<file path="config.mk">
export PLATFORM = sky130hd
export DESIGN_NAME = frb_cfg_regs
export DESIGN_NICKNAME = d
export VERILOG_FILES = /design/src/sv/frb_pkg.sv /design/src/sv/frb_cfg_regs.sv
export SDC_FILE = /design/constraint.sdc
export NUM_CORES = 1
export LEC_CHECK = 0
export ABC_CLOCK_PERIOD_IN_PS = 2250
export BUFFER_PORTS_ARGS = -buffer_cell sky130_fd_sc_hd__buf_2
export CORE_MARGIN = 1.5
export CORE_UTILIZATION = 45
export CTS_BUF_LIST = sky130_fd_sc_hd__clkbuf_4 sky130_fd_sc_hd__clkbuf_8
export CTS_CLUSTER_DIAMETER = 60
export DETAILED_ROUTE_END_ITERATION = 8
export HOLD_SLACK_MARGIN = 0.1
export PLACE_DENSITY = 0.91
export REMOVE_ABC_BUFFERS = 1
export SYNTH_ARGS = -nofsm -noshare
export SYNTH_HDL_FRONTEND = slang
export SYNTH_SLANG_ARGS = --single-unit
</file>
<file path="constraint.sdc">
create_clock -name clk_i -period 2.25 [get_ports clk_i]
set_clock_uncertainty 0.05 [all_clocks]
set_input_delay 0.45 -clock clk_i [delete_from_list [all_inputs] [get_ports clk_i]]
set_output_delay 0.45 -clock clk_i [all_outputs]
set_load 0.05 [all_outputs]
</file>
<file path="src/sv/frb_pkg.sv">
// Shared types, widths and codes of the frame reorder buffer.
package frb_pkg;

  localparam int unsigned TABLE_DEPTH_DEF = 1024;

  localparam int unsigned SEQ_W      = 32;
  localparam int unsigned RUN_W      = 16;
  localparam int unsigned HANDLE_W   = 32;
  localparam int unsigned SIZE_W     = 16;
  localparam int unsigned SOCK_W     = 16;
  localparam int unsigned HWL_W      = 11;
  localparam int unsigned GAP_W      = 16;
  localparam int unsigned MISSED_W   = 16;
  localparam int unsigned SLOT_OUT_W = 10;
  localparam int unsigned STATUS_W   = 2;
  localparam int unsigned PADDR_W    = 3;
  localparam int unsigned PDATA_W    = 32;

  localparam logic [SEQ_W-1:0]    HALF_RANGE = 32'h7FFF_FFFF;
  localparam logic [MISSED_W-1:0] MISSED_MAX = 16'hFFFF;
  localparam logic [HWL_W-1:0]    HWL_RESET  = 11'd768;
  localparam logic [GAP_W-1:0]    GAP_RESET  = 16'd10;

  // Register indexes on the configuration port.
  localparam logic [0:0] REG_HWL = 1'b0;
  localparam logic [0:0] REG_GAP = 1'b1;

  typedef enum logic [0:0] {
    OP_PUSH = 1'b0,
    OP_POP  = 1'b1
  } op_e;

  typedef enum logic [1:0] {
    PUSH_OK       = 2'd0,
    PUSH_OLD      = 2'd1,
    PUSH_TAKEN    = 2'd2,
    PUSH_SAME_RUN = 2'd3
  } push_status_e;

  typedef enum logic [1:0] {
    POP_OK    = 2'd0,
    POP_EMPTY = 2'd1,
    POP_GAPS  = 2'd2
  } pop_status_e;

  typedef enum logic [2:0] {
    ST_CLEAR,
    ST_IDLE,
    ST_PUSH_IDX,
    ST_PUSH_EVAL,
    ST_POP_SCAN,
    ST_FINISH
  } ctrl_state_e;

  typedef struct packed {
    logic [HWL_W-1:0] high_water_level;
    logic [GAP_W-1:0] gap_limit;
  } cfg_t;

  typedef struct packed {
    logic                operation;
    logic                table_select;
    logic [SEQ_W-1:0]    seq_num;
    logic [RUN_W-1:0]    run_num;
    logic [HANDLE_W-1:0] frame_handle;
    logic [SIZE_W-1:0]   frame_size;
    logic [SOCK_W-1:0]   socket_id;
  } in_t;

  typedef struct packed {
    logic [STATUS_W-1:0]   push_status;
    logic [STATUS_W-1:0]   pop_status;
    logic [SEQ_W-1:0]      out_seq_num;
    logic [HANDLE_W-1:0]   out_frame_handle;
    logic [SIZE_W-1:0]     out_frame_size;
    logic [SOCK_W-1:0]     out_socket_id;
    logic                  out_table;
    logic [SLOT_OUT_W-1:0] out_slot_index;
    logic                  high_water_flag;
    logic [MISSED_W-1:0]   missed_frames;
    logic                  table_empty;
  } res_t;

  // Contents of one slot of the descriptor memory.
  typedef struct packed {
    logic [SEQ_W-1:0]    seq;
    logic [RUN_W-1:0]    run;
    logic [HANDLE_W-1:0] handle;
    logic [SIZE_W-1:0]   length;
    logic [SOCK_W-1:0]   source;
  } slot_t;

  // Access controls from the sequencer to the slot memories.
  typedef struct packed {
    logic       rd_en;
    logic       rd_tbl;
    logic       v_we;
    logic [1:0] v_wrow;
    logic       p_we;
    logic       wr_tbl;
  } mem_ctl_t;

  typedef struct packed {
    logic clearing;
    logic busy;
  } stat_t;

endpackage

</file>
<file path="src/sv/frb_cfg_regs.sv">
// APB-style configuration registers of the frame reorder buffer.
module frb_cfg_regs (
  input  logic                         clk_i,
  input  logic                         rst_ni,
  input  logic                         psel,
  input  logic                         penable,
  input  logic                         pwrite,
  input  logic [frb_pkg::PADDR_W-1:0]  paddr,
  input  logic [frb_pkg::PDATA_W-1:0]  pwdata,
  output logic [frb_pkg::PDATA_W-1:0]  prdata,
  output logic                         pready,
  output frb_pkg::cfg_t                cfg_o
);
  import frb_pkg::*;

  logic [HWL_W-1:0] hwl_q;
  logic [GAP_W-1:0] gap_q;
  logic [0:0]       reg_idx;
  logic             wr_en;

  assign reg_idx = paddr[2:2];
  assign wr_en   = psel && penable && pwrite;
  assign pready  = 1'b1;

  always_ff @(posedge clk_i or negedge rst_ni) begin
    if (!rst_ni) begin
      hwl_q <= HWL_RESET;
      gap_q <= GAP_RESET;
    end else if (wr_en) begin
      case (reg_idx)
        REG_HWL: hwl_q <= pwdata[HWL_W-1:0];
        REG_GAP: gap_q <= pwdata[GAP_W-1:0];
        default: ;
      endcase
    end
  end

  always_comb begin
    case (reg_idx)
      REG_HWL: prdata = {{(PDATA_W-HWL_W){1'b0}}, hwl_q};
      REG_GAP: prdata = {{(PDATA_W-GAP_W){1'b0}}, gap_q};
      default: prdata = '0;
    endcase
  end

  assign cfg_o.high_water_level = hwl_q;
  assign cfg_o.gap_limit        = gap_q;

endmodule

</file>
==> flow_summary.toml <==
[status]
status = "completed"

[timing]
final_hold_viol_count = 0
slew_violations = 0
worst_slew_pin_slew_ns = 0.605
fmaxAchievable_ghz = 0.530
fin_crit_sh_pct = 83.9
rsz0062_at_grt = "no"
slew_headroom_pct = 59.6
setup_tns_ns = 0
period_needed_ns = 1.89
setup_viol = 0

[worst_setup_path]
worst-path-buf-inv = 2
crit_arrival_ns = 1.39
setup.worst_path.start = "paddr[2]"
regToRegSetupSlack_ns = 1.41
reg2reg_to = "hwl_q[7]"
r2r_start = "hwl_q[7]"
critPathKind = "in2out"
critPathMaxFanout = 18
crit_chain = "buf_2 -> mux2_2 -> buf_2"
reg2reg_depth = 1
slowest_delay_ns = 0.39
path_delay_family = "buffers and inverters"
startpoint_type = "input pin"
crit_top_cell = "buf_2"
crit_path_end_kind = "output port"
required_ns = 1.75
crit_slowest_cell = "mux2_2"
cp-endpoint = "prdata[3]"
cp.depth = 3

[power]
leakage_nw = 0.915
swShare_pct = 51.0
power_frac_seq_pct = 34.5
vdd_drop_max_v = 0.000373
combPwrFrac_pct = 54.7
p_sw_mw = 1.00
power_density_nw_per_um2 = 1160
p_int_mw = 0.961
power.total_mw = 1.96
p_clk_share_pct = 10.8

[cells_and_area]
fill_cells = 252
finalNonFillerCells = 191
multiInputGateArea_um2 = 609
diodes = 0
drive_above_1_share_pct = 70.9
final_net_count = 199
seqCellArea_um2 = 681
final_util_pct = 56.3
syn_to_final_growth_pct = 20.8

[floorplan]
die_w_um = 58.8
dieHeight_um = 58.8
dieArea_um2 = 3460
initial_core_util_pct = 46.6
ios = 100
num_rows = 20
core_um2 = 3000

[placement]
gp_congestion = 0.667
numPortBuffers = 64
dp_hpwl_mm = 1.78
dp_cells = 186

[clocking]
cts_tree = "built"
cts_buffer_depth = 2
h-tree-depth = 1
cts_made_buffers = 3
cts_sinks = 27
root_buffer = "clkbuf_4"
ctsResizeCount = 0
clock_latency_ns = 0.31
post_cts_buffers = 0
holdBufCountCts = 1
path_clk_slew_ns = 0.13

[synth]
netlist_area_um2 = 1400
yosysMostFrequentCell = "mux2_2"
synth_cells = 95
post_synth_num_cell_types = 11
synth_commonest_cells = "mux2_2, dfrtp_1, buf_4"
synthTopCellsByArea = "dfrtp_1, mux2_2, mux2_4"
ys_seq_elements = 27
synth_seq_area_share_pct = 48.6
yosys.area.top_type_share_pct = 41.1
synth.avg_cell_area_um2 = 14.7
synth_flop_cell = "dfrtp_1"
async_flop_share_pct = 100
synth_edf_count = 0
yosysTopAreaCell = "dfrtp_1"
yosys_warnings = 0

[routing]
wirelength_mm = 2.42
drtAntennaViolNets = 0
routed-wl-met2_mm = 1.16
met3_length_um = 191
wl_met1_mm = 1.06
top_layer = "met3"
vias_per_cell = 4.79
drcViolationCount = 0
wl_per_cell_um = 12.7
vias = 915
drt_iter0_drc = 17
drtPass1Iterations = 6

[flow_run]
drv_cap = 0

[min_path]
hold_path.class = "in2reg"

[global_route]
grt_pass1_vias = 766
grt_pass1_wl_mm = 3.76
grt_max_degree = 28
grt_util_all_layers_pct = 14.6
globalRouteOverflowTotal = 0
grt_antenna_before_repair = 0
==> power groups by stage <==
| stage | Combinational [mW] | Clock [mW] | Sequential, mW |
|---|---|---|---|
| after floorplan | 0.474 | 0 | 1.06 |
| after global placement | 1.07 | 0 | 0.680 |
| after detailed placement | 1.08 | 0 | 0.688 |
| after CTS | 1.08 | 0.225 | 0.678 |
| after global routing | 1.12 | 0.245 | 0.694 |
| final | 1.07 | 0.211 | 0.678 |
==> final cells by class <==
| type | count | share of cell area, % |
|---|---|---|
| clock buffers | 4 | 1.78 |
| multi-input cells | 62 | 36.0 |
| flip-flops and latches | 27 | 40.2 |
| well taps | 33 | 2.44 |
| repair buffers | 65 | 19.5 |
==> flip-flops by register name, indices dropped and copies added (netlist names) <==
register	cells
hwl_q	11
gap_q	16
==> through the flow <==
| stage | hold WS, ns | instance area [µm²] | setup WS [ns] |
|---|---|---|---|
| after CTS | 0.298 | 1690 | 0.357 |
| after global placement | 0.433 | 1650 | 0.351 |
| after floorplan | 0.104 | 1290 | 0.633 |
| final | 0.311 | 1690 | 0.363 |
| after detailed placement | 0.439 | 1650 | 0.354 |
| after global routing | 0.278 | 1690 | 0.314 |
==> how the worst min path moves through the flow <==
| stage | from | end | slack (ns) | cells past startpoint |
|---|---|---|---|---|
| 2_1_floorplan | rst_ni | gap_q[0] | 0.10 | 0 |
| 3_3_place_gp | rst_ni | gap_q[15] | 0.43 | 1 |
| 3_5_place_dp | rst_ni | gap_q[15] | 0.44 | 1 |
| 4_1_cts | pwdata[13] | gap_q[13] | 0.30 | 2 |
| 5_1_grt | pwdata[12] | gap_q[12] | 0.28 | 2 |
| 6_report | pwdata[14] | gap_q[14] | 0.31 | 2 |
==> layout by cell type, fill, tap and decap left out <==
cell type	instances
conb_1	17
dfstp_2	4
nand4_4	1
nand4b_4	1
buf_2	64
and2_1	5
dlygate4sd3_1	1
mux2_4	11
dfrtp_1	23
clkbuf_4	4
mux2_2	27
==> routing by layer <==
metal | vias up | global-route usage [%]
li1 | 422 | -
met1 | 444 | 18.7
met2 | 49 | 23.2
met3 | 0 | 4.18
met4 | 0 | 5.84
met5 | - | 0
==> logic make-up (layout without fill, tap and decap cells) <==
group / Yosys count / in the layout / synth area share (%)
simple gates: 7 / 7 / 5.45
buf+inv: 21 / 69 / 11.9
mux: 38 / 38 / 33.5
flops: 27 / 27 / 48.6
other cells: 2 / 17 / 0.536
(Power assumes the default switching activity.)
