===== src/sv/frb_pkg.sv =====
// Shared types, widths and codes of the frame reorder buffer.
package frb_pkg;

  localparam int unsigned TABLE_DEPTH_DEF = 1024;

  localparam int unsigned SEQ_W      = 32;
  localparam int unsigned RUN_W      = 16;
  localparam int unsigned HANDLE_W   = 32;
  localparam int unsigned SIZE_W     = 16;
  localparam int unsigned SOCK_W     = 16;
  localparam int unsigned HWL_W      = 11;
  localparam int unsigned GAP_W      = 16;
  localparam int unsigned MISSED_W   = 16;
  localparam int unsigned SLOT_OUT_W = 10;
  localparam int unsigned STATUS_W   = 2;
  localparam int unsigned PADDR_W    = 3;
  localparam int unsigned PDATA_W    = 32;

  localparam logic [SEQ_W-1:0]    HALF_RANGE = 32'h7FFF_FFFF;
  localparam logic [MISSED_W-1:0] MISSED_MAX = 16'hFFFF;
  localparam logic [HWL_W-1:0]    HWL_RESET  = 11'd768;
  localparam logic [GAP_W-1:0]    GAP_RESET  = 16'd10;

  // Register indexes on the configuration port.
  localparam logic [0:0] REG_HWL = 1'b0;
  localparam logic [0:0] REG_GAP = 1'b1;

  typedef enum logic [0:0] {
    OP_PUSH = 1'b0,
    OP_POP  = 1'b1
  } op_e;

  typedef enum logic [1:0] {
    PUSH_OK       = 2'd0,
    PUSH_OLD      = 2'd1,
    PUSH_TAKEN    = 2'd2,
    PUSH_SAME_RUN = 2'd3
  } push_status_e;

  typedef enum logic [1:0] {
    POP_OK    = 2'd0,
    POP_EMPTY = 2'd1,
    POP_GAPS  = 2'd2
  } pop_status_e;

  typedef enum logic [2:0] {
    ST_CLEAR,
    ST_IDLE,
    ST_PUSH_IDX,
    ST_PUSH_EVAL,
    ST_POP_SCAN,
    ST_FINISH
  } ctrl_state_e;

  typedef struct packed {
    logic [HWL_W-1:0] high_water_level;
    logic [GAP_W-1:0] gap_limit;
  } cfg_t;

  typedef struct packed {
    logic                operation;
    logic                table_select;
    logic [SEQ_W-1:0]    seq_num;
    logic [RUN_W-1:0]    run_num;
    logic [HANDLE_W-1:0] frame_handle;
    logic [SIZE_W-1:0]   frame_size;
    logic [SOCK_W-1:0]   socket_id;
  } in_t;

  typedef struct packed {
    logic [STATUS_W-1:0]   push_status;
    logic [STATUS_W-1:0]   pop_status;
    logic [SEQ_W-1:0]      out_seq_num;
    logic [HANDLE_W-1:0]   out_frame_handle;
    logic [SIZE_W-1:0]     out_frame_size;
    logic [SOCK_W-1:0]     out_socket_id;
    logic                  out_table;
    logic [SLOT_OUT_W-1:0] out_slot_index;
    logic                  high_water_flag;
    logic [MISSED_W-1:0]   missed_frames;
    logic                  table_empty;
  } res_t;

  // Contents of one slot of the descriptor memory.
  typedef struct packed {
    logic [SEQ_W-1:0]    seq;
    logic [RUN_W-1:0]    run;
    logic [HANDLE_W-1:0] handle;
    logic [SIZE_W-1:0]   length;
    logic [SOCK_W-1:0]   source;
  } slot_t;

  // Access controls from the sequencer to the slot memories.
  typedef struct packed {
    logic       rd_en;
    logic       rd_tbl;
    logic       v_we;
    logic [1:0] v_wrow;
    logic       p_we;
    logic       wr_tbl;
  } mem_ctl_t;

  typedef struct packed {
    logic clearing;
    logic busy;
  } stat_t;

endpackage


===== src/sv/frb_idx_mod.sv =====
// Reduces a sequence number to its slot index, modulo the table depth.
module frb_idx_mod #(
  parameter int unsigned DEPTH = frb_pkg::TABLE_DEPTH_DEF
) (
  input  logic                      clk_i,
  input  logic                      rst_ni,
  input  logic                      start_i,
  input  logic [frb_pkg::SEQ_W-1:0] value_i,
  output logic                      done_o,
  output logic [$clog2(DEPTH)-1:0]  idx_o
);
  import frb_pkg::*;

  localparam int unsigned IDX_W   = $clog2(DEPTH);
  localparam bit          IS_POW2 = ((DEPTH & (DEPTH - 1)) == 0);

  if (IS_POW2) begin : g_mask
    logic [IDX_W-1:0] idx_q;
    logic             done_q;

    always_ff @(posedge clk_i or negedge rst_ni) begin
      if (!rst_ni) begin
        done_q <= 1'b0;
      end else begin
        done_q <= start_i;
      end
    end

    always_ff @(posedge clk_i) begin
      if (start_i) begin
        idx_q <= value_i[IDX_W-1:0];
      end
    end

    assign done_o = done_q;
    assign idx_o  = idx_q;
  end else begin : g_recip
    // Quotient by a rounded-up reciprocal of the depth, then the remainder by a
    // multiply back and subtract, one register stage each. The reciprocal has 33
    // bits with the top one set, so the product is the value shifted up by 32
    // plus a 32 by 32 product.
    localparam int unsigned      PROD_W   = 2 * SEQ_W;
    localparam logic [63:0]      RECIP    = ((64'd1 << (SEQ_W + IDX_W)) / 64'(DEPTH)) + 64'd1;
    localparam logic [SEQ_W-1:0] RECIP_LO = RECIP[SEQ_W-1:0];
    localparam logic [SEQ_W-1:0] DEPTH_C  = SEQ_W'(DEPTH);

    logic [SEQ_W-1:0]  val_q;
    logic [PROD_W:0]   prod_q, prod_d;
    logic [PROD_W-1:0] mul_lo;
    logic [SEQ_W-1:0]  quot;
    logic [SEQ_W-1:0]  back;
    logic [SEQ_W-1:0]  rem;
    logic [IDX_W-1:0]  rem_q;
    logic              st1_q;
    logic              st2_q;
    logic              done_q;

    assign mul_lo = PROD_W'(val_q) * PROD_W'(RECIP_LO);
    assign prod_d = {1'b0, val_q, {SEQ_W{1'b0}}} + {1'b0, mul_lo};
    assign quot   = SEQ_W'(prod_q >> (SEQ_W + IDX_W));
    assign back   = quot * DEPTH_C;
    assign rem    = val_q - back;

    always_ff @(posedge clk_i or negedge rst_ni) begin
      if (!rst_ni) begin
        st1_q  <= 1'b0;
        st2_q  <= 1'b0;
        done_q <= 1'b0;
      end else begin
        st1_q  <= start_i;
        st2_q  <= st1_q;
        done_q <= st2_q;
      end
    end

    always_ff @(posedge clk_i) begin
      if (start_i) begin
        val_q <= value_i;
      end
      if (st1_q) begin
        prod_q <= prod_d;
      end
      if (st2_q) begin
        rem_q <= rem[IDX_W-1:0];
      end
    end

    assign done_o = done_q;
    assign idx_o  = rem_q;
  end

endmodule


===== config.mk =====
export PLATFORM = sky130hd
export DESIGN_NAME = frb_idx_mod
export DESIGN_NICKNAME = d
export VERILOG_FILES = /design/src/sv/frb_pkg.sv /design/src/sv/frb_idx_mod.sv
export SDC_FILE = /design/constraint.sdc
export NUM_CORES = 1
export LEC_CHECK = 0
export ABC_CLOCK_PERIOD_IN_PS = 800
export BUFFER_PORTS_ARGS = -buffer_cell sky130_fd_sc_hd__buf_2
export CAP_MARGIN = 20
export CORE_AREA = 2 2 39 41
export DETAILED_ROUTE_END_ITERATION = 8
export DIE_AREA = 0 0 41 43
export PLACE_DENSITY = 0.71
export SYNTH_ARGS = -nofsm -noshare
export SYNTH_HDL_FRONTEND = slang
export SYNTH_SLANG_ARGS = --single-unit

===== constraint.sdc =====
create_clock -name clk_i -period 0.8 [get_ports clk_i]
set_input_delay 0.16 -clock clk_i [delete_from_list [all_inputs] [get_ports clk_i]]
set_output_delay 0.16 -clock clk_i [all_outputs]
set_load 0.005 [all_outputs]

==> flow_metrics.py <==
metrics = {
    "synth": {
        "synth_nets": 46,
        "ys_seq_elements": 11,
        "synth_seq_area_share_pct": 100,
        "synth.lib_cells_used.distinct": 2,
        "synth_area_um2": 325,
        "syn_area_per_cell_um2": 29.6,
        "synth_top_area_share_pct": 92.3,
        "yosysWarnings": 0,
        "netlist_instances": 11,
        "synth_largest_area_cell": "edfxtp_1",
        "synth.area.top_cells": "edfxtp_1 92%, dfrtp_1 7.7%",
    },
    "floorplanning": {
        "core_area_mm2": 0.00138,
        "die_area_mm2": 0.00176,
        "initial_core_util_pct": 23.5,
        "io_pins": 46,
        "die_height_um": 43,
        "fp.dieW_um": 41,
        "placementRows": 14,
    },
    "final_layout": {
        "final_area_um2": 497,
        "multi_input_gates": 0,
        "final_cells": 55,
        "final_net_count": 75,
        "synthToLayoutAreaGrowth_pct": 52.7,
        "n_fill_cell": 150,
        "diodes": 0,
        "utilization_pct": 35.9,
        "multi_input_area_um2": 0,
        "layout-drive-gt1-share_pct": 66.7,
        "seq_area_um2": 325,
    },
    "critical_path": {
        "cp_max_fo": 1,
        "worstPathArrival_ps": 780,
        "cp_top_family": "flip-flops",
        "crit_required_ps": 640,
        "worst_setup_path_start_kind": "flip-flop",
        "worst_path_largest_cell_delay_ps": 380,
        "cp_cell_sequence": "buf_2",
        "endpoint_kind": "output pin",
        "criticalPathCategory": "flip-flop to output pin",
        "crit_slowest_cell": "edfxtp_1",
        "crit_buf_inv": 1,
    },
    "timing": {
        "worst_slack_ps": -136,
        "setup-violations-final": 11,
        "finalHoldViolations": 0,
        "period_share_pct": 117,
        "max_freq_mhz": 1070,
        "period_needed_ps": 936,
        "relSlewSlack_pct": 84.0,
        "rsz0062_at_grt": "yes",
        "tightest_slew_ps": 239,
        "final-max-slew-violation-count": 0,
    },
    "placement": {
        "gp_congestion": 0.580,
        "io_buffers": 23,
        "placedCellCount": 50,
        "dpl_cell_area_um2": 460,
    },
    "clock_tree": {
        "clock-sinks": 11,
        "cts_tree": "built",
        "h-tree-depth": 1,
        "clk_path_buf_depth": 2,
        "cts_buffers": 3,
        "clk_pin_slew_ps": 70,
        "root_buffer": "clkbuf_4",
    },
    "job": {
        "cap_violations": 0,
    },
    "global_route": {
        "grt.total_usage_pct": 9.72,
        "grt_max_degree": 12,
        "grt_pass1_vias": 213,
        "grt_pass1_wl_um": 952,
        "antenna_found_initial": 0,
        "grt.overflow.total": 0,
    },
    "pwr": {
        "peakVddDrop_uv": 1150,
        "power.density_mw_per_mm2": 2290,
        "p_leak_nw": 0.219,
    },
    "route": {
        "drt_wl_total_um": 632,
        "drtIter0Drc": 2,
        "viasPerCell": 3.82,
        "wire_per_inst_um": 11.5,
        "drc_errors": 0,
        "first_pass_iters": 2,
        "num_vias": 210,
        "detail-route-antenna-nets": 0,
    },
    "run_status": {
        "status": "finished with violations",
        "violations": "setup timing",
    },
    "hold_path": {
        "hp-class": "input pin to flip-flop",
    },
}
-- layout make-up --
type	count	area share, %
flip-flops and latches	11	65.5
repair buffers	24	25.2
clock buffers	4	5.29
well taps	16	4.03
-- per-layer routing --
metal  global-route usage, %  share of wire, %  vias up
li1                        -                 -       98
met2                    13.4                53       18
met5                       0                 0        -
met3                    8.90                15        2
met1                    7.88                31       92
met4                    8.00               1.7        0
-- through the flow --
step	setup TNS [ps]	hold WS (ps)	power, W	setup WS [ps]
finish	-1230	70.5	0.00114	-136
global route	-1740	48.3	0.00121	-186
CTS	-1410	60.5	0.00116	-159
detailed placement	0	-64.7	0.000786	73.5
global placement	0	-64.6	0.000780	91.4
floorplan	0	-136	0.000706	285
-- sequential cells by signal, summed over array words and instances, names as in the netlist --
register,cells
idx_o,10
done_o,1
-- path summary, 6_finish.rpt --
kind | slack, ps | end | startpoint | cells after the start
max | -140 | idx_o[0] | idx_o[0] | 1
min | 70 | idx_o[9] | value_i[9] | 1
max in group asynchronous | 530 | done_o | rst_ni | 2
min in group asynchronous | 190 | done_o | rst_ni | 2
-- synthesized netlist by cell type, drive strengths merged --
cell / n
dfrtp: 1
edfxtp: 10
-- cell families after synthesis --
logic type	Yosys count	share of synthesized area [%]
DFF	11	100
-- layout by cell type, fill, tap and decap left out --
cell,netlist,routed
clkbuf_4,0,3
dfrtp_1,1,1
dlygate4sd3_1,0,1
buf_2,0,23
clkbuf_1,0,1
edfxtp_1,10,10
-- report_power, final --
part,leakage [nW],total [W],internal (W),switching (W)
logic,0.0947,0.0000882,0.0000500,0.0000382
registers,0.110,0.000685,0.000675,0.00000975
clock network,0.0150,0.000364,0.000193,0.000171
total,0.219,0.00114,0.000918,0.000219
-- timing repair --
action                                 4_1_cts  5_1_grt
hold buffers                                 1        0
setup buffers                                0        0
setup endpoints to repair                   11       11
pin swaps                                    0        0
endpoints found under the hold margin        1        0
gates resized for setup                      0        0
No activity file was read; power rests on OpenSTA's default activity.
