===== config.mk =====
export PLATFORM = sky130hd
export DESIGN_NAME = frb_ctrl
export DESIGN_NICKNAME = d
export VERILOG_FILES = /design/src/sv/frb_pkg.sv /design/src/sv/frb_ctrl.sv
export SDC_FILE = /design/constraint.sdc
export NUM_CORES = 1
export LEC_CHECK = 0
export BUFFER_PORTS_ARGS = -buffer_cell sky130_fd_sc_hd__buf_2
export CELL_PAD_IN_SITES_DETAIL_PLACEMENT = 0
export CELL_PAD_IN_SITES_GLOBAL_PLACEMENT = 1
export CORE_UTILIZATION = 39
export CTS_CLUSTER_DIAMETER = 120
export CTS_CLUSTER_SIZE = 20
export DETAILED_ROUTE_END_ITERATION = 7
export GPL_TIMING_DRIVEN = 0
export PLACE_DENSITY = 0.82
export SYNTH_ARGS = -nofsm -noshare
export SYNTH_HDL_FRONTEND = slang
export SYNTH_SLANG_ARGS = --single-unit

===== constraint.sdc =====
create_clock -name clk_i -period 9.9 [get_ports clk_i]
set_input_delay 0 -clock clk_i [delete_from_list [all_inputs] [get_ports clk_i]]
set_output_delay 0 -clock clk_i [all_outputs]
set_load 0.01 [all_outputs]

===== src/sv/frb_pkg.sv =====
// Shared types, widths and codes of the frame reorder buffer.
package frb_pkg;

  localparam int unsigned TABLE_DEPTH_DEF = 1024;

  localparam int unsigned SEQ_W      = 32;
  localparam int unsigned RUN_W      = 16;
  localparam int unsigned HANDLE_W   = 32;
  localparam int unsigned SIZE_W     = 16;
  localparam int unsigned SOCK_W     = 16;
  localparam int unsigned HWL_W      = 11;
  localparam int unsigned GAP_W      = 16;
  localparam int unsigned MISSED_W   = 16;
  localparam int unsigned SLOT_OUT_W = 10;
  localparam int unsigned STATUS_W   = 2;
  localparam int unsigned PADDR_W    = 3;
  localparam int unsigned PDATA_W    = 32;

  localparam logic [SEQ_W-1:0]    HALF_RANGE = 32'h7FFF_FFFF;
  localparam logic [MISSED_W-1:0] MISSED_MAX = 16'hFFFF;
  localparam logic [HWL_W-1:0]    HWL_RESET  = 11'd768;
  localparam logic [GAP_W-1:0]    GAP_RESET  = 16'd10;

  // Register indexes on the configuration port.
  localparam logic [0:0] REG_HWL = 1'b0;
  localparam logic [0:0] REG_GAP = 1'b1;

  typedef enum logic [0:0] {
    OP_PUSH = 1'b0,
    OP_POP  = 1'b1
  } op_e;

  typedef enum logic [1:0] {
    PUSH_OK       = 2'd0,
    PUSH_OLD      = 2'd1,
    PUSH_TAKEN    = 2'd2,
    PUSH_SAME_RUN = 2'd3
  } push_status_e;

  typedef enum logic [1:0] {
    POP_OK    = 2'd0,
    POP_EMPTY = 2'd1,
    POP_GAPS  = 2'd2
  } pop_status_e;

  typedef enum logic [2:0] {
    ST_CLEAR,
    ST_IDLE,
    ST_PUSH_IDX,
    ST_PUSH_EVAL,
    ST_POP_SCAN,
    ST_FINISH
  } ctrl_state_e;

  typedef struct packed {
    logic [HWL_W-1:0] high_water_level;
    logic [GAP_W-1:0] gap_limit;
  } cfg_t;

  typedef struct packed {
    logic                operation;
    logic                table_select;
    logic [SEQ_W-1:0]    seq_num;
    logic [RUN_W-1:0]    run_num;
    logic [HANDLE_W-1:0] frame_handle;
    logic [SIZE_W-1:0]   frame_size;
    logic [SOCK_W-1:0]   socket_id;
  } in_t;

  typedef struct packed {
    logic [STATUS_W-1:0]   push_status;
    logic [STATUS_W-1:0]   pop_status;
    logic [SEQ_W-1:0]      out_seq_num;
    logic [HANDLE_W-1:0]   out_frame_handle;
    logic [SIZE_W-1:0]     out_frame_size;
    logic [SOCK_W-1:0]     out_socket_id;
    logic                  out_table;
    logic [SLOT_OUT_W-1:0] out_slot_index;
    logic                  high_water_flag;
    logic [MISSED_W-1:0]   missed_frames;
    logic                  table_empty;
  } res_t;

  // Contents of one slot of the descriptor memory.
  typedef struct packed {
    logic [SEQ_W-1:0]    seq;
    logic [RUN_W-1:0]    run;
    logic [HANDLE_W-1:0] handle;
    logic [SIZE_W-1:0]   length;
    logic [SOCK_W-1:0]   source;
  } slot_t;

  // Access controls from the sequencer to the slot memories.
  typedef struct packed {
    logic       rd_en;
    logic       rd_tbl;
    logic       v_we;
    logic [1:0] v_wrow;
    logic       p_we;
    logic       wr_tbl;
  } mem_ctl_t;

  typedef struct packed {
    logic clearing;
    logic busy;
  } stat_t;

endpackage


===== src/sv/frb_ctrl.sv =====
// Sequencer of the frame reorder buffer: table state, push and pop steps, result register.
module frb_ctrl #(
  parameter int unsigned DEPTH = frb_pkg::TABLE_DEPTH_DEF
) (
  input  logic                      clk_i,
  input  logic                      rst_ni,
  input  logic                      in_vld_i,
  output logic                      in_rdy_o,
  input  frb_pkg::in_t              in_data_i,
  output logic                      out_vld_o,
  input  logic                      out_rdy_i,
  output frb_pkg::res_t             out_data_o,
  input  frb_pkg::cfg_t             cfg_i,
  output logic                      mod_start_o,
  input  logic                      mod_done_i,
  input  logic [$clog2(DEPTH)-1:0]  mod_idx_i,
  output frb_pkg::mem_ctl_t         mem_ctl_o,
  output logic [$clog2(DEPTH)-1:0]  mem_rd_idx_o,
  output logic [$clog2(DEPTH)-1:0]  mem_wr_idx_o,
  output frb_pkg::slot_t            mem_wr_slot_o,
  input  logic [1:0]                mem_row_i,
  input  frb_pkg::slot_t            mem_slot_i,
  output frb_pkg::stat_t            stat_o
);
  import frb_pkg::*;

  localparam int unsigned IDX_W  = $clog2(DEPTH);
  localparam int unsigned FILL_W = $clog2(DEPTH + 1);
  localparam int unsigned CMP_W  = (FILL_W > HWL_W) ? FILL_W : HWL_W;
  localparam logic [IDX_W-1:0] LAST_IDX = IDX_W'(DEPTH - 1);

  ctrl_state_e state_q, state_d;

  logic [IDX_W-1:0]    clr_idx_q, clr_idx_d;
  logic [IDX_W-1:0]    idx_q, idx_d;
  logic [FILL_W-1:0]   fill_q [2];
  logic [FILL_W-1:0]   fill_d [2];
  logic [IDX_W-1:0]    oldest_idx_q, oldest_idx_d;
  logic [SEQ_W-1:0]    oldest_seq_q, oldest_seq_d;
  logic                oldest_tbl_q, oldest_tbl_d;
  logic                first_q, first_d;
  logic [MISSED_W-1:0] missed_q, missed_d;
  logic                hw_q, hw_d;
  logic                hw_chk_q, hw_chk_d;
  in_t                 item_q, item_d;
  res_t                res_q, res_d;
  logic                out_vld_q, out_vld_d;
  res_t                out_q, out_d;

  logic                accept;
  logic [IDX_W-1:0]    idx_next;
  logic [SEQ_W-1:0]    seq_diff;
  logic [MISSED_W-1:0] missed_inc;
  logic [CMP_W-1:0]    level_ext;
  logic [CMP_W-1:0]    fill0_ext;
  logic [CMP_W-1:0]    fill1_ext;
  logic                hw_hit;
  logic [SLOT_OUT_W+IDX_W-1:0] slot_ext;

  assign accept     = in_vld_i && (state_q == ST_IDLE);
  assign idx_next   = (idx_q == LAST_IDX) ? '0 : idx_q + IDX_W'(1);
  assign seq_diff   = oldest_seq_q - item_q.seq_num;
  assign missed_inc = (missed_q != MISSED_MAX) ? missed_q + MISSED_W'(1) : missed_q;
  assign level_ext  = CMP_W'(cfg_i.high_water_level);
  assign fill0_ext  = CMP_W'(fill_q[0]);
  assign fill1_ext  = CMP_W'(fill_q[1]);
  assign hw_hit     = (fill0_ext >= level_ext) || (fill1_ext >= level_ext);
  assign slot_ext   = {{SLOT_OUT_W{1'b0}}, idx_q};

  always_comb begin
    state_d      = state_q;
    clr_idx_d    = clr_idx_q;
    idx_d        = idx_q;
    fill_d[0]    = fill_q[0];
    fill_d[1]    = fill_q[1];
    oldest_idx_d = oldest_idx_q;
    oldest_seq_d = oldest_seq_q;
    oldest_tbl_d = oldest_tbl_q;
    first_d      = first_q;
    missed_d     = missed_q;
    hw_d         = hw_q;
    hw_chk_d     = hw_chk_q;
    item_d       = item_q;
    res_d        = res_q;
    out_vld_d    = out_vld_q && !out_rdy_i;
    out_d        = out_q;
    mod_start_o  = 1'b0;
    mem_ctl_o    = '0;
    mem_rd_idx_o = idx_q;
    mem_wr_idx_o = idx_q;

    case (state_q)
      ST_CLEAR: begin
        mem_ctl_o.v_we   = 1'b1;
        mem_ctl_o.v_wrow = 2'b00;
        mem_wr_idx_o     = clr_idx_q;
        clr_idx_d        = clr_idx_q + IDX_W'(1);
        if (clr_idx_q == LAST_IDX) begin
          state_d = ST_IDLE;
        end
      end

      ST_IDLE: begin
        if (accept) begin
          item_d   = in_data_i;
          res_d    = '0;
          hw_chk_d = 1'b0;
          if (in_data_i.operation == OP_PUSH) begin
            mod_start_o = 1'b1;
            state_d     = ST_PUSH_IDX;
          end else if (fill_q[oldest_tbl_q] == '0) begin
            res_d.pop_status = POP_EMPTY;
            state_d          = ST_FINISH;
          end else begin
            idx_d            = oldest_idx_q;
            mem_ctl_o.rd_en  = 1'b1;
            mem_ctl_o.rd_tbl = oldest_tbl_q;
            mem_rd_idx_o     = oldest_idx_q;
            state_d          = ST_POP_SCAN;
          end
        end
      end

      ST_PUSH_IDX: begin
        if (mod_done_i) begin
          idx_d = mod_idx_i;
          if (!first_q && (oldest_tbl_q == item_q.table_select) &&
              (seq_diff != '0) && (seq_diff <= HALF_RANGE)) begin
            res_d.push_status = PUSH_OLD;
            state_d           = ST_FINISH;
          end else begin
            mem_ctl_o.rd_en  = 1'b1;
            mem_ctl_o.rd_tbl = item_q.table_select;
            mem_rd_idx_o     = mod_idx_i;
            hw_chk_d         = 1'b1;
            state_d          = ST_PUSH_EVAL;
          end
        end
      end

      ST_PUSH_EVAL: begin
        if (!mem_row_i[item_q.table_select]) begin
          mem_ctl_o.v_we   = 1'b1;
          mem_ctl_o.v_wrow = mem_row_i;
          mem_ctl_o.v_wrow[item_q.table_select] = 1'b1;
          mem_ctl_o.p_we   = 1'b1;
          mem_ctl_o.wr_tbl = item_q.table_select;
          fill_d[item_q.table_select] = fill_q[item_q.table_select] + FILL_W'(1);
          if (first_q) begin
            oldest_idx_d = idx_q;
            oldest_seq_d = item_q.seq_num;
            oldest_tbl_d = item_q.table_select;
            first_d      = 1'b0;
          end
          res_d.push_status = PUSH_OK;
        end else if ((mem_slot_i.run == item_q.run_num) &&
                     (mem_slot_i.seq < item_q.seq_num)) begin
          res_d.push_status = PUSH_SAME_RUN;
        end else begin
          res_d.push_status = PUSH_TAKEN;
        end
        state_d = ST_FINISH;
      end

      ST_POP_SCAN: begin
        if (mem_row_i[oldest_tbl_q]) begin
          mem_ctl_o.v_we   = 1'b1;
          mem_ctl_o.v_wrow = mem_row_i;
          mem_ctl_o.v_wrow[oldest_tbl_q] = 1'b0;
          fill_d[oldest_tbl_q]   = fill_q[oldest_tbl_q] - FILL_W'(1);
          res_d.pop_status       = POP_OK;
          res_d.out_seq_num      = mem_slot_i.seq;
          res_d.out_frame_handle = mem_slot_i.handle;
          res_d.out_frame_size   = mem_slot_i.length;
          res_d.out_socket_id    = mem_slot_i.source;
          res_d.out_table        = oldest_tbl_q;
          res_d.out_slot_index   = slot_ext[SLOT_OUT_W-1:0];
          oldest_seq_d           = mem_slot_i.seq + SEQ_W'(1);
          oldest_idx_d           = idx_next;
          state_d                = ST_FINISH;
        end else begin
          missed_d = missed_inc;
          if (missed_inc > cfg_i.gap_limit) begin
            res_d.pop_status = POP_GAPS;
            state_d          = ST_FINISH;
          end else begin
            idx_d            = idx_next;
            mem_ctl_o.rd_en  = 1'b1;
            mem_ctl_o.rd_tbl = oldest_tbl_q;
            mem_rd_idx_o     = idx_next;
          end
        end
      end

      ST_FINISH: begin
        if (!out_vld_q || out_rdy_i) begin
          hw_d                  = hw_q || (hw_chk_q && hw_hit);
          out_d                 = res_q;
          out_d.high_water_flag = hw_q || (hw_chk_q && hw_hit);
          out_d.missed_frames   = missed_q;
          out_d.table_empty     = (fill_q[item_q.table_select] == '0);
          out_vld_d             = 1'b1;
          state_d               = ST_IDLE;
        end
      end

      default: begin
        state_d = ST_IDLE;
      end
    endcase

    mem_wr_slot_o.seq    = item_q.seq_num;
    mem_wr_slot_o.run    = item_q.run_num;
    mem_wr_slot_o.handle = item_q.frame_handle;
    mem_wr_slot_o.length = item_q.frame_size;
    mem_wr_slot_o.source = item_q.socket_id;
  end

  always_ff @(posedge clk_i or negedge rst_ni) begin
    if (!rst_ni) begin
      state_q      <= ST_CLEAR;
      clr_idx_q    <= '0;
      fill_q[0]    <= '0;
      fill_q[1]    <= '0;
      oldest_idx_q <= '0;
      oldest_seq_q <= '0;
      oldest_tbl_q <= 1'b0;
      first_q      <= 1'b1;
      missed_q     <= '0;
      hw_q         <= 1'b0;
      hw_chk_q     <= 1'b0;
      out_vld_q    <= 1'b0;
    end else begin
      state_q      <= state_d;
      clr_idx_q    <= clr_idx_d;
      fill_q[0]    <= fill_d[0];
      fill_q[1]    <= fill_d[1];
      oldest_idx_q <= oldest_idx_d;
      oldest_seq_q <= oldest_seq_d;
      oldest_tbl_q <= oldest_tbl_d;
      first_q      <= first_d;
      missed_q     <= missed_d;
      hw_q         <= hw_d;
      hw_chk_q     <= hw_chk_d;
      out_vld_q    <= out_vld_d;
    end
  end

  always_ff @(posedge clk_i) begin
    idx_q  <= idx_d;
    item_q <= item_d;
    res_q  <= res_d;
    out_q  <= out_d;
  end

  assign in_rdy_o        = (state_q == ST_IDLE);
  assign out_vld_o       = out_vld_q;
  assign out_data_o      = out_q;
  assign stat_o.clearing = (state_q == ST_CLEAR);
  assign stat_o.busy     = (state_q != ST_CLEAR) && (state_q != ST_IDLE);

endmodule


==> results of run 1 <==
worst max-delay path, stage by stage (launching register included):
cell and delay [ns]:
dfrtp_1 0.47, nand2_1 0.13, nor2_1 0.20, and3_1 0.24
nand4_1 0.21, or3_1 0.35, clkbuf_1 0.20, nand2b_1 0.27
nor2_1 0.09, xnor2_1 0.21, ha_1 0.29, a21o_1 0.18
a21o_1 0.16, a21oi_1 0.14, o21ai_0 0.09, o221ai_1 0.66
nand2_1 0.15, clkbuf_1 0.32, or4_1 0.57, a21oi_1 0.22
a21oi_1 0.08, o21ai_1 0.14, buf_2 0.18
timing repair:
action	CTS	global route
endpoints found under the setup margin	0	0
hold buffers	231	0
endpoints found under the hold margin	356	0
setup buffers	0	0
cell usage in the layout, fill, tap and decap left out, types with 22 or more instances in the layout:
cell / instances
nand3_1: 44
mux2i_1: 34
o21ai_0: 109
xor2_1: 52
dlygate4sd3_1: 230
nor2_1: 138
edfxtp_1: 363
nand4_1: 34
nand2_1: 172
clkbuf_1: 93
inv_1: 85
a21o_1: 34
a21oi_1: 117
ha_1: 108
clkbuf_16: 27
buf_4: 113
nor3_1: 42
nor2b_1: 22
xnor2_1: 61
buf_2: 548
dfrtp_1: 97
and2_1: 103
layout make-up:
cell class | count | area [µm²]
Fill cell | 5214 | 28800
Sequential cell | 461 | 13400
Multi-Input combinational cell | 1330 | 8750
Timing Repair Buffer | 784 | 5290
Buffer | 200 | 1190
Tap cell | 773 | 967
Clock buffer | 47 | 751
Inverter | 87 | 332
Clock inverter | 3 | 32.5
Antenna cell | 3 | 7.51
flip-flops by register name, summed over array words and instances (netlist names):
name and count:
oldest_tbl_q 1, fill1_ext 11, hw_chk_q 1, oldest_seq_q 32
item_q 1, missed_q 16, out_data_o 129, idx_q 10
clr_idx_q 10, res_q 111, mem_wr_slot_o 112, out_vld_o 1
fill0_ext 11, hw_q 1, oldest_idx_q 10, first_q 1
state_q 3
cells in the mapped netlist (3+ instances only):
| cell type | instances |
|---|---|
| edfxtp_1 | 363 |
| nand2_1 | 172 |
| nor2_1 | 138 |
| a21oi_1 | 117 |
| buf_4 | 112 |
| o21ai_0 | 110 |
| ha_1 | 108 |
| and2_1 | 103 |
| dfrtp_1 | 97 |
| inv_1 | 86 |
| clkbuf_1 | 73 |
| xnor2_1 | 61 |
| xor2_1 | 52 |
| nand3_1 | 44 |
| nor3_1 | 42 |
| a21o_1 | 34 |
| mux2i_1 | 34 |
| nand4_1 | 34 |
| nor2b_1 | 23 |
| and3_1 | 20 |
| o211ai_1 | 19 |
| mux2_2 | 17 |
| o21a_1 | 17 |
| a221oi_1 | 16 |
| or3_1 | 15 |
| nand2b_1 | 14 |
| a22oi_1 | 12 |
| a31oi_1 | 12 |
| and4_1 | 9 |
| nor4_1 | 9 |
| o221ai_1 | 9 |
| a211oi_1 | 8 |
| o22ai_1 | 8 |
| buf_2 | 7 |
| a221o_1 | 6 |
| buf_1 | 6 |
| o31ai_1 | 6 |
| or2_2 | 6 |
| o2111ai_1 | 5 |
| o21ai_1 | 4 |
| or4_1 | 4 |
| a211o_1 | 3 |
| nor3b_1 | 3 |
cell families after synthesis:
| logic type | count (synthesis) |
|---|---|
| simple gates | 643 |
| xor+xnor | 113 |
| fa+ha+maj | 109 |
| compound gates | 414 |
| buf+inv | 287 |
| mux | 51 |
| flops | 461 |
power by group:
| group | internal (µW) | switching [µW] |
|---|---|---|
| Sequential | 2660 | 251 |
| Combinational | 1190 | 1840 |
| Clock | 522 | 657 |
worst min-delay path by stage:
stage	endpoint	cells past startpoint	from	slack [ns]
finish	res_q[128]	3	mem_row_i[1]	0.06
global route	res_q[128]	3	mem_row_i[1]	0.07
CTS	res_q[128]	3	mem_row_i[1]	0.02
detailed placement	clr_idx_q[2]	1	rst_ni	0.03
global placement	mem_wr_slot_o[39]	1	in_data_i[39]	0.18
floorplan	clr_idx_q[0]	0	rst_ni	-0.30
through the flow:
step,setup slack (ns),utilization,cells
after floorplan,0.345,-,2078
after global placement,-6.13,0.459,3393
after detailed placement,4.37,0.464,3404
after CTS,3.67,0.516,3685
after global routing,3.25,0.516,3687
final,3.73,0.516,3688
routing by layer:
metal,vias to the layer above,GRT usage,part of all wire,wire (µm)
met5,-,0,0.00022,16
met4,2,0.0944,0.043,3180
met3,139,0.0367,0.058,4280
met2,722,0.411,0.49,36200
met1,9105,0.287,0.41,30400
li1,9026,-,-,-
==> results_dict.tcl, run 1 <==
set metrics [dict create \
    die_x_um 248 \
    cts_tree "yes" \
    startpoint "missed_q[3]" \
    fmax_ghz 0.162 \
    port_buffers 542 \
    synth.area.top_cells "edfxtp_1 (46%), dfrtp_1 (10%), ha_1 (5.7%)" \
    setup_tns_ns 0 \
    start_util 0.397 \
    drv_slew 0 \
    drive_above_1_share 0.255 \
    yosys.area.top_type "edfxtp_1" \
    clk-insertion-delay-late_ns 0.61 \
    layout_min_cycle_time_ns 6.17 \
    power_density_mw_per_mm2 232 \
    tightest_slew_ns 1.17 \
    rsz0062_at_grt "no" \
    cts_inserted_buffers 27 \
    ant_nets 0 \
    cts_sinks 461 \
    worst_r2r_endpoint "idx_q[5]" \
    die_h_um 248 \
    root_buffer "clkbuf_16" \
    async_flop_share 0.213 \
    power_uw 7120 \
    status "finished clean" \
    htree_levels 1 \
    placed_area_mm2 0.0276 \
    muxShareOfSynthArea 0.0225 \
    ys_seq_area_frac 0.566 \
    synth-compound-area-share 0.112 \
    wirelength_um 74000 \
    cts_resized 0 \
    drv_cap 0 \
    synth_cell_type_count 75 \
    overflow 0 \
    hold_class "input port to flip-flop" \
    synth_top_area_frac 0.462 \
    final_nets 3270 \
    setup_violations 0 \
    rows 89 \
    synth-warning-count 0 \
    r2r_start "missed_q[3]" \
    antenna_found_initial 3 \
    max_slew_margin 0.218 \
    first_global_vias 19400 \
    synth_top_family_by_area "simple AND/OR/NAND/NOR gates" \
    grt_usage 0.235 \
    cts_buffer_depth 3 \
    cp_data_arrival_time_ns 6.17 \
    timing.final.hold_violations 0 \
    r2r_cells 20 \
    path_clk_slew_ns 0.10 \
    cp_max_fo 10 \
    place.gp.congestion 0.871 \
    leakage_uw 0.0131 \
    syn_avg_cell_area_um2 11.4 \
    synth.ff_latch_count 461 \
    crit_end "mem_rd_idx_o[5]" \
    required_ns 9.90 \
    clock_skew_ns 0.0274 \
    rrSetupSlack_ns 4.46 \
    synthSimpleGateAreaFrac 0.135 \
    dr_total_vias 19000 \
    synth-adder-area-share 0.0581 \
    vias_per_cell 5.15 \
    final_area_mm2 0.0307 \
    synth-xor-area-share 0.0419 \
    grt_max_degree 82 \
    fp.coreArea_mm2 0.0595 \
    critical_path_class "flip-flop to output pin" \
    synth_nets 2457 \
    fin_hold_ws_ns 0.0594 \
    firstDrtPassIters 5 \
    period_share 0.623 \
    ys.flop_type "edfxtp_1" \
    grt_pass1_wl_um 111000 \
    synth_edf_count 363 \
    synthCells 2078 \
    syn2layout_area_growth_pct 29.9 \
    ir_drop_mv 0.153 \
    cp-end-kind "output pin" \
    wl_per_cell_um 20.1 \
    die-area_mm2 0.0615 \
    drtIter0Drc 953 \
    start_kind "flip-flop" \
    hpwl_um 54200 \
    drc 0 \
    pin_count 543 \
    netlist_area_mm2 0.0236 \
]
Power figures use the tool's default switching activity.
==> inputs of run 2 (changes only) <==
- ABC_AREA: default -> 1
- CORE_UTILIZATION: 39 -> 42
- PLACE_DENSITY: 0.82 -> 0.86
- clock period: 9.9 -> 6.25 ns (I/O delays scaled with it)
==> run 2 against run 1 <==
Compared with the run above:
- clock skew is 0.0032 ns higher
- sequential cell count unchanged
- critical path depth is 2 higher
- register-to-register slack worse by 2.9 ns
- synthesized cell count is 22% higher
- global-route usage rose by 3.0 points
- sequential share of layout area down 0.57 points
- total power increased by 73%
- sequential power increased by 67%
- wire length increased by 7.3%
- non-clock buffer count shrank 32
==> results_dict.tcl, run 2 <==
set metrics [dict create \
    netlist_area_mm2 0.0240 \
    cts_tree "yes" \
    start_util 0.425 \
    p_int_uw 7190 \
    cts_buffer_depth 3 \
    die_h_um 241 \
    rsz0062_at_grt "no" \
    max_slew_margin 0.259 \
    setup_violations 0 \
    required_ns 6.25 \
    synth_edf_count 363 \
    vias_per_cell 5.00 \
    pwr-share-comb 0.454 \
    tightest_slew_ns 1.11 \
    rrSetupSlack_ns 1.59 \
    hold_class "input port to flip-flop" \
    largest_reg_flops 129 \
    r2r_cells 22 \
    startpoint "missed_q[0]" \
    final_common_cell "buf_2" \
    synthCells 2544 \
    root_buffer "clkbuf_16" \
    final_cell_mix "buf_2 (550), nand2_1 (535), inv_1 (381), edfxtp_1 (363), nor2_1 (282)" \
    clock_skew_ns 0.0305 \
    min_from "mem_row_i[0]" \
    antenna_found_initial 2 \
    status "finished clean" \
    clkPwrFrac 0.154 \
    synth_cell_type_count 55 \
    power_switching_uw 5150 \
    firstDrtPassIters 6 \
    setup_tns_ns 0 \
    power_density_mw_per_mm2 397 \
    placed_cells 3850 \
    synth_nets 2923 \
    cts_sinks 461 \
    use_met1 0.336 \
    place.gp.congestion 0.929 \
    ys_top_cells_by_count "nand2_1 (536), inv_1 (382), edfxtp_1 (363)" \
    period_share 0.812 \
    syn2layout_area_growth_pct 29.4 \
    synth.most_common_cell "nand2_1" \
    die-area_mm2 0.0582 \
    grt_max_degree 64 \
    ys.flop_type "edfxtp_1" \
    cts_inserted_buffers 27 \
    cp-end-kind "output pin" \
    synth.area.top_cells "edfxtp_1 (45%), dfrtp_1 (10%), nand2_1 (8.4%)" \
    path_clk_slew_ns 0.09 \
    seqPwrFrac 0.393 \
    fin_hold_ws_ns 0.0912 \
    grtUsageMet2 0.464 \
    grt_busiest_layer "met2" \
    grt_pass1_wl_um 117000 \
    fillers 4894 \
    drc 0 \
    cp_max_fo 10 \
    final_cells 4141 \
    r2r_start "missed_q[0]" \
    synth_top_area_frac 0.454 \
    drive_above_1_share 0.222 \
    die_x_um 241 \
    hold_depth 5 \
    drtIter0Drc 1620 \
    layout_min_cycle_time_ns 5.08 \
    cp_data_arrival_time_ns 5.08 \
    rows 87 \
    ys_seq_area_frac 0.556 \
    leakage_uw 0.0144 \
    clk-insertion-delay-late_ns 0.61 \
    start_kind "flip-flop" \
    fmax_ghz 0.197 \
    drv_slew 0 \
    switching_share 0.417 \
    first_global_vias 20600 \
    grt_use_met3 0.0440 \
    timing.final.hold_violations 0 \
    overflow 0 \
    grt_usage 0.265 \
    wirelength_um 79500 \
    syn_avg_cell_area_um2 9.44 \
    dr_total_vias 20700 \
    hpwl_um 58400 \
    synth-warning-count 0 \
    ir_drop_mv 0.289 \
    final_nets 3740 \
    drv_cap 0 \
    htree_levels 1 \
    yosys.area.top_type "edfxtp_1" \
    ant_nets 0 \
    wl_per_cell_um 19.2 \
    pin_count 543 \
    fp.coreArea_mm2 0.0565 \
    port_buffers 542 \
    async_flop_share 0.213 \
    postCtsSetupBuffers 0 \
    critical_path_class "flip-flop to output pin" \
    synth.ff_latch_count 461 \
]
[run 2: cell types whose count changed in the layout (fill, tap and decap cells not counted), sizes merged, moves of 28 or more]
cell,delta
nor2,+151
clkbuf,-39
nand2,+370
inv,+300
xnor2,-44
mux2i,-34
and2,-102
o21ai,+28
a21oi,-28
a21o,-32
nand3,+65
[run 2: per-stage QoR]
step	cell area, µm²	total power (µW)	utilization	setup slack [ns]
finish	31100	12300	0.550	1.17
global route	31100	13200	0.550	0.792
CTS	31100	12300	0.550	1.21
detailed placement	27900	10300	0.494	1.88
global placement	27700	10200	0.490	-0.160
floorplan	24000	8330	-	1.74
[run 2: critical path, cell delays in order (launching register included)]
cell      delay [ns]
dfrtp_1         0.45
ha_1            0.23
nand2_1         0.06
nor3_1          0.22
inv_1           0.12
nor4_1          0.17
nand2_1         0.15
nand2_1         0.12
nor2_1          0.07
nand3_1         0.08
xor2_1          0.25
ha_1            0.30
a21oi_1         0.15
o21a_1          0.13
nor2_1          0.04
a31oi_1         0.14
nand4_1         0.11
nand2_1         0.21
nand2_1         0.35
clkbuf_1        0.36
nand2_1         0.16
nand2_1         0.07
nor2_1          0.10
nand3_1         0.19
buf_2           0.21
[run 2: metal layers]
metal | up-vias | wire (µm)
li1 | 9919 | -
met1 | 9842 | 32600
met2 | 800 | 39300
met3 | 141 | 5240
met4 | 0 | 2310
met5 | - | 0
[run 2: power by group through the flow]
stage | registers, µW | logic (µW) | clock network [µW]
after detailed placement | 4900 | 5390 | 0
final | 4850 | 5600 | 1900
after floorplan | 4870 | 3460 | 0
after global routing | 4920 | 6200 | 2030
after CTS | 4830 | 5550 | 1920
after global placement | 4970 | 5230 | 0
[run 2: worst paths after layout]
path                                   endpoint
worst max-delay path            mem_rd_idx_o[3]
worst min register to register   out_data_o[60]
worst max register to register       state_q[1]
worst min-delay path                 res_q[128]
max in group asynchronous               first_q
min in group asynchronous          fill0_ext[4]
[run 2: repair_timing]
| action | CTS | global route |
|---|---|---|
| hold buffers | 238 | 0 |
| gates resized for setup | 0 | 0 |
| hold endpoints to repair | 356 | 0 |
[run 2: area by class of cell]
cell class | count | area, µm² | share of cell area
Sequential cell | 461 | 13400 | 0.430
Inverter | 388 | 1460 | 0.0470
Buffer | 164 | 1070 | 0.0345
Timing Repair Buffer | 788 | 5310 | 0.171
Clock buffer | 47 | 751 | 0.0241
Antenna cell | 3 | 7.51 | 0.000241
Multi-Input combinational cell | 1531 | 8160 | 0.262
Clock inverter | 3 | 32.5 | 0.00105
Tap cell | 756 | 946 | 0.0304
[run 2: cells by family after synthesis]
group / Yosys count / share of synthesized area
AOI/OAI and AO/OA: 311 / 0.0737
muxes: 5 / 0.00234
xor gates and xnor gates: 60 / 0.0219
adders and majority gates: 109 / 0.0571
buffers and inverters: 552 / 0.105
and+or+nand+nor: 1046 / 0.184
DFF: 461 / 0.556
==> inputs of run 3 (changes only) <==
- clock period: 6.25 -> 4.87 ns (I/O delays scaled with it)
==> run 3 against run 2 <==
Compared with the run above:
- non-clock buffer count down 1
- hold slack better by 0.013 ns
- combinational power up 28%
- via count up 0.14%
- first-iteration DRC count up 2.5%
- largest cell class unchanged
- setup slack worse by 0.80 ns
- cell count about the same
- die area unchanged
- sequential share of layout area about the same
- wire length down 0.34%
- utilization about the same
- cell area about the same
==> results_dict.tcl, run 3 (synthesized netlist as in run 2, its figures left out) <==
set metrics [dict create \
    status "finished clean" \
    pwr-share-comb 0.454 \
    rsz0062_at_grt "no" \
    postCtsSetupBuffers 0 \
    routed.top_layer "met4" \
    hpwl_um 58400 \
    tightest_slew_ns 1.11 \
    start_kind "flip-flop" \
    syn2layout_area_growth_pct 29.4 \
    dr_wl_met2_um 39200 \
    cts_buffer_depth 3 \
    drive_above_1_share 0.223 \
    final_area_mm2 0.0311 \
    start_util 0.425 \
    vias_per_cell 5.01 \
    grt_pass1_wl_um 117000 \
    leakage_uw 0.0144 \
    cts_tree "yes" \
    clock_skew_ns 0.0291 \
    power_uw 15800 \
    first_global_vias 20600 \
    dr_total_vias 20700 \
    wl_met1_um 32200 \
    final_nets 3739 \
    max_slew_margin 0.262 \
    port_buffers 542 \
    drtIter0Drc 1661 \
    cts_inserted_buffers 27 \
    fmax_ghz 0.222 \
    drv_slew 0 \
    period_share 0.924 \
    wl_per_cell_um 19.1 \
    final_common_cell "buf_2" \
    fillers 4891 \
    switching_share 0.417 \
    p_int_uw 9230 \
    drc 0 \
    cts_sinks 461 \
    overflow 0 \
    seqPwrFrac 0.393 \
    root_buffer "clkbuf_16" \
    drv_cap 0 \
    cp-end-kind "output pin" \
    critical_path_class "flip-flop to output pin" \
    grt_usage 0.264 \
    timing.final.hold_violations 0 \
    power_density_mw_per_mm2 509 \
    htree_levels 1 \
    firstDrtPassIters 6 \
    wirelength_um 79200 \
    fin_util 0.550 \
    placed_area_mm2 0.0279 \
    layout_min_cycle_time_ns 4.50 \
    fp.coreArea_mm2 0.0565 \
    grt_max_degree 64 \
    power_switching_uw 6600 \
    die_x_um 241 \
    largest_reg_flops 129 \
    cp_max_fo 18 \
    hold_class "input port to flip-flop" \
    antenna_found_initial 2 \
    rows 87 \
    clkPwrFrac 0.153 \
    required_ns 4.87 \
    pin_count 543 \
    path_clk_slew_ns 0.09 \
    die_h_um 241 \
    setup_violations 0 \
    rrSetupSlack_ns 0.53 \
    ant_nets 0 \
    die-area_mm2 0.0582 \
    final_cell_mix "buf_2 (550), nand2_1 (533), inv_1 (381), edfxtp_1 (363), nor2_1 (282)" \
    wl_met3_um 5520 \
    place.gp.congestion 0.929 \
    cp_data_arrival_time_ns 4.50 \
    clk-insertion-delay-late_ns 0.61 \
    ir_drop_mv 0.372 \
]
-- run 3: cell types whose count changed in the layout (fill, tap and decap cells not counted) --
cell / before / now
nand2_4: 1 / 2
clkbuf_1: 52 / 51
nand2_2: 6 / 7
nand2_1: 535 / 533
nor3b_2: 0 / 1
nor3b_1: 3 / 2
-- run 3: power by group through the flow --
stage / clock, µW / combinational, µW / sequential, µW
final: 2420 / 7190 / 6220
after global routing: 2600 / 7960 / 6320
after CTS: 2470 / 7120 / 6200
after detailed placement: 0 / 6920 / 6290
after global placement: 0 / 6710 / 6370
after floorplan: 0 / 4430 / 6250
-- run 3: layer usage --
| layer | vias to the layer above | global-route usage |
|---|---|---|
| met4 | 0 | 0.0710 |
| met3 | 137 | 0.0440 |
| met5 | - | 0 |
| li1 | 9928 | - |
| met2 | 863 | 0.465 |
| met1 | 9802 | 0.335 |
-- run 3: layout make-up --
type | count | area [µm²] | area share
antenna | 3 | 7.51 | 0.000241
buffer | 163 | 1070 | 0.0344
clock buffer | 47 | 751 | 0.0241
clock inverter | 3 | 32.5 | 0.00105
inverter | 388 | 1460 | 0.0470
multi-input combinational | 1531 | 8170 | 0.263
sequential | 461 | 13400 | 0.429
tap | 756 | 946 | 0.0304
timing repair buffer | 788 | 5310 | 0.171
-- run 3: worst paths after layout --
check                          startpoint              end  cells past startpoint
max in group asynchronous          rst_ni          first_q                      4
hold / removal             in_data_i[112]      item_q[112]                      2
setup / recovery              missed_q[0]  mem_rd_idx_o[0]                     25
min in group asynchronous          rst_ni     fill0_ext[4]                      4
setup reg to reg              missed_q[0]       state_q[1]                     23
hold reg to reg                 res_q[60]   out_data_o[60]                      0
-- run 3: per-stage QoR --
| step | hold slack (ns) | setup slack [ns] | setup TNS [ns] | cells |
|---|---|---|---|---|
| global placement | 0.176 | -1.54 | -321.48 | 3842 |
| CTS | 0.0717 | 0.166 | 0 | 4137 |
| global route | 0.0859 | 0.00405 | 0 | 4139 |
| floorplan | -0.296 | 0.359 | 0 | 2544 |
| detailed placement | 0.0199 | 0.504 | 0 | 3850 |
| finish | 0.104 | 0.368 | 0 | 4140 |
-- run 3: worst max-delay path, stage by stage (launching register included) --
cell     delay [ns]
dfrtp_1        0.45
ha_1           0.23
nand2_1        0.06
nor3_1         0.23
inv_1          0.12
nor4_1         0.17
nand2_1        0.15
nand2_1        0.12
nor2_1         0.07
nand3_1        0.08
xor2_1         0.24
ha_1           0.30
a21oi_1        0.15
o21a_1         0.13
nor2_1         0.04
a31oi_1        0.14
nand4_1        0.13
nand2_2        0.18
nand2_4        0.18
nand2_1        0.16
nand2_1        0.07
nand2_1        0.09
nand2_1        0.05
inv_1          0.04
nand3_1        0.12
buf_2          0.19
-- run 3: what timing repair did --
| item | CTS | global route |
|---|---|---|
| hold endpoints to repair | 356 | 0 |
| gates resized for setup | 1 | 3 |
| endpoints found under the setup margin | 8 | 12 |
| hold buffers | 238 | 0 |
